[config.mk]
export PLATFORM = sky130hd
export DESIGN_NAME = tnde_hash
export DESIGN_NICKNAME = d
export VERILOG_FILES = /design/src/tnde_pkg.sv /design/src/tnde_hash.sv
export SDC_FILE = /design/constraint.sdc
export NUM_CORES = 1
export LEC_CHECK = 0
export CAP_MARGIN = 0
export CORE_MARGIN = 3
export CORE_UTILIZATION = 45
export DETAILED_ROUTE_END_ITERATION = 16
export DONT_BUFFER_PORTS = 1
export PLACE_DENSITY = 0.58
export SLEW_MARGIN = 20
export SYNTH_ARGS = -nofsm -noshare
export SYNTH_HDL_FRONTEND = slang
export SYNTH_SLANG_ARGS = --single-unit
[constraint.sdc]
create_clock -name clk -period 6.94 [get_ports clk]
set_input_delay 1.041 -clock clk [delete_from_list [all_inputs] [get_ports clk]]
set_output_delay 1.041 -clock clk [all_outputs]
set_load 0.05 [all_outputs]
[src/tnde_pkg.sv]
package tnde_pkg;

    localparam int DICT_CODES  = 4096;
    localparam int TABLE_SLOTS = 8192;
    localparam int TAG_BITS    = 15;

    localparam int TAG_W      = 15;
    localparam int WORD_W     = 16;
    localparam int CODE_W     = 15;
    localparam int KEY_BITS   = WORD_W + TAG_W;
    localparam int SLOT_BITS  = $clog2(TABLE_SLOTS);
    localparam int ENTRY_BITS = 1 + KEY_BITS + CODE_W;

    localparam logic [WORD_W-1:0] CODE_FLAG = 16'h8000;

    localparam logic [63:0] HASH_MULT  = 64'h9E3779B97F4A7C15;
    localparam int          HASH_SHIFT = 29;
    localparam int          HASH_BITS  = HASH_SHIFT + SLOT_BITS;
    localparam int          MULT_LO_W  = HASH_BITS / 2;
    localparam int          MULT_HI_W  = HASH_BITS - MULT_LO_W;

    typedef enum logic [2:0] {
        ST_CLEAR,
        ST_IDLE,
        ST_HASH_HI,
        ST_LOOKUP,
        ST_CHECK,
        ST_EMIT
    } state_t;

    typedef enum logic [1:0] {
        RUN_EMPTY,
        RUN_RAW,
        RUN_CODE
    } run_class_t;

    typedef struct packed {
        logic lo_en;
        logic hi_en;
    } hash_ctrl_t;

endpackage

[src/tnde_hash.sv]
module tnde_hash (
    input  logic                              clk,
    input  tnde_pkg::hash_ctrl_t              ctrl,
    input  logic [tnde_pkg::KEY_BITS-1:0]     key,
    output logic [tnde_pkg::SLOT_BITS-1:0]    slot
);

    localparam logic [tnde_pkg::MULT_LO_W-1:0] MULT_LO =
        tnde_pkg::HASH_MULT[tnde_pkg::MULT_LO_W-1:0];
    localparam logic [tnde_pkg::MULT_HI_W-1:0] MULT_HI =
        tnde_pkg::HASH_MULT[tnde_pkg::HASH_BITS-1:tnde_pkg::MULT_LO_W];
    localparam int PROD_LO_W = tnde_pkg::KEY_BITS + tnde_pkg::MULT_LO_W;
    localparam int PROD_HI_W = tnde_pkg::KEY_BITS + tnde_pkg::MULT_HI_W;

    logic [tnde_pkg::HASH_BITS-1:0] prod_lo_reg;
    logic [tnde_pkg::MULT_HI_W-1:0] prod_hi_reg;
    logic [PROD_LO_W-1:0]           prod_lo_full;
    logic [PROD_HI_W-1:0]           prod_hi_full;
    logic [tnde_pkg::HASH_BITS-1:0] hash_sum;

    // two partial products of the low product bits, one per cycle
    assign prod_lo_full = PROD_LO_W'(key) * PROD_LO_W'(MULT_LO);
    assign prod_hi_full = PROD_HI_W'(key) * PROD_HI_W'(MULT_HI);

    always_ff @(posedge clk)
    begin
        if (ctrl.lo_en)
        begin
            prod_lo_reg <= prod_lo_full[tnde_pkg::HASH_BITS-1:0];
        end
        if (ctrl.hi_en)
        begin
            prod_hi_reg <= prod_hi_full[tnde_pkg::MULT_HI_W-1:0];
        end
    end

    assign hash_sum = {prod_hi_reg, {tnde_pkg::MULT_LO_W{1'b0}}} + prod_lo_reg;
    assign slot     = hash_sum[tnde_pkg::HASH_BITS-1:tnde_pkg::HASH_SHIFT];

endmodule

==> out/metrics.cfg <==
[run_status]
status=complete, no violations

[synthesis]
synth_seq_cells=40
synth_edf_count=40
ys_warn_count=0
synth_cells=1338
syn_area_per_cell_um2=10.6
seq_area_frac_synth=0.0847
yosysUniqueCellTypes=54
synth-main-ff-cell=edfxtp_1
syn_area_um2=14200
syn_nets=1958
ys_async_sr_fraction=0

[critical_path]
crit_type=input port to flop
critPathCaptureType=flop
required_ns=6.96
slowest_stage=o41ai_1
critPathArrivalTime_ns=6.50
start_kind=input port
crit_chain=fa_1 -> ha_1 -> inv_1 -> fa_1 -> inv_1 -> fa_1 -> fa_1 -> fa_1 -> inv_1 -> fa_1 -> inv_1 -> ha_1 -> a21oi_1 -> o21ai_0 -> o41ai_1 -> o2111ai_1 -> nand3_1 -> nand3b_1 -> a211oi_1 -> nor2_1
cp_common_cell=fa_1
cpPeakStageDelay_ns=0.62
crit_fanout=10

[cells_and_area]
area_growth_pct=5.10
final.fill_count=2833
drive_gt1_frac=0.0259
nets=1971
antenna_cells=0

[cts]
clockBufferDepth=2
path_clk_slew_ns=0.06
cts_resized=0
cts_buffers=5
cts_sinks=40
holdBufCountCts=0
cts-root-buf=clkbuf_16
cts_tree=built
htree_levels=2
post_cts_buffers=0

[floorplanning]
die_y_um=184
design.core.area_um2=30800
dieArea_um2=33700
pin_count=47
fp.dieW_um=184
start_util=0.460
rows=64

[placement]
hpwl_um=30900
place.gp.congestion=0.924
port_buffers=0

[routing]
avgViaCountPerCell=5.10
wl_per_cell_um=19.6
firstDrtPassIters=5
ant_nets=0
vias=8917
wirelength_um=34200
drc=0
first_iter_violations=425

[global_route]
antenna_found_initial=1
grt_overflow=0
grt.total_usage=0.213
grt_pass1_vias=9734
grt_pass1_wl_um=54600
grt_start_max_net_pins=21

[sta]
period_share=0.934
fmax_ghz=0.154
slew_headroom=0.256
worstMarginPinSlew_ns=1.11
finalHoldViolCount=0
rsz0062_at_grt=false
slew_viol_final=0
final_period_minus_worst_setup_slack_ns=6.48
setup_violations=0
setup_tns_ns=0

[hold_path]
min_path_type=input port to flop

[flow_run]
drv_cap=0

## worst paths after layout
kind / from / endpoint / slack, ns / depth (start not counted)
min: key[1] / prod_hi_reg[2] / 0.85 / 0
max: key[5] / prod_lo_reg[31] / 0.46 / 20
## cells by family after synthesis
logic type | synth area share
AOI/OAI and AO/OA | 0.0620
buffers and inverters | 0.111
and+or+nand+nor | 0.0347
xor gates and xnor gates | 0.0457
DFF | 0.0847
adders and majority gates | 0.662
## synth_stat cells (3+ instances only)
master    count  area (µm²)
xnor2_1      56         490
o21ai_0      22         110
a21o_1        9        67.6
a31oi_1       3        18.8
a211oi_1      8        60.1
and3_1        5        31.3
o21bai_1      4        30.0
and2_1        3        18.8
edfxtp_1     40        1200
inv_1       419        1570
nor2b_1       4        25.0
a21oi_1      27         135
nor2_1       32         120
fa_1        273        5470
o21a_1        7        52.6
ha_1        313        3920
nor3_1        8        40.0
nand4_1       6        37.5
o211ai_1      4        30.0
o31ai_1       3        22.5
nand3_1      11        55.1
xor2_1       18         158
nand2_1      23        86.3
## layer usage
metal  share of wire  vias up  global-route usage
met2            0.48      206               0.362
met5         0.00038        -                   0
met4          0.0089        2              0.0283
met3           0.055       21              0.0313
met1            0.45     4479               0.300
li1                -     4209                   -
## critical path, delay by kind of cell
kind | cells | cell delay (ns)
buffers and inverters | 4 | 0.19
AO/OA/AOI/OAI | 5 | 1.37
adder cells (fa/ha/maj) | 8 | 3.46
AND/OR/NAND/NOR | 3 | 0.43
## layout make-up
cell class / count / area, µm² / area share
multi-input combinational: 878 / 11400 / 0.766
inverter: 419 / 1570 / 0.106
sequential: 40 / 1200 / 0.0806
tap: 396 / 495 / 0.0332
clock buffer: 5 / 125 / 0.00840
timing repair buffer: 7 / 52.6 / 0.00353
clock inverter: 3 / 46.3 / 0.00311
## cell usage in the layout (no fill, tap or decap), types with 2 or more instances in the layout
master     count
a211oi_2       2
o21bai_1       4
a2111oi_4      2
a21o_1         9
xnor2_1       55
or2_2          2
ha_1         313
o21a_1         7
a211oi_1       8
a21oi_2        2
o31ai_1        3
xor2_1        18
nor2b_1        4
and2_1         3
nor4_1         2
clkbuf_16      5
o21ai_0       22
buf_4          7
edfxtp_1      40
inv_1        419
nand3_1       11
fa_1         273
and3_1         5
o2111ai_1      2
nand2_1       23
a221oi_1       2
a31oi_1        3
nand3b_1       2
o211ai_1       4
nor2_1        32
o31a_1         2
nor3_1         8
nand4_1        6
a21oi_1       27
## metrics by stage
step	cell area, µm²	utilization	hold slack (ns)	setup WS [ns]	instances
CTS	14900	0.483	0.843	0.474	1748
global route	14900	0.483	0.838	0.194	1748
floorplan	14200	-	1.14	0.546	1338
finish	14900	0.483	0.854	0.460	1748
detailed placement	14700	0.478	1.14	0.188	1740
global placement	14700	0.478	1.14	0.274	1740
Power is not shown: default switching activity piles up to over one toggle a cycle in this logic, so the estimate is an artifact.
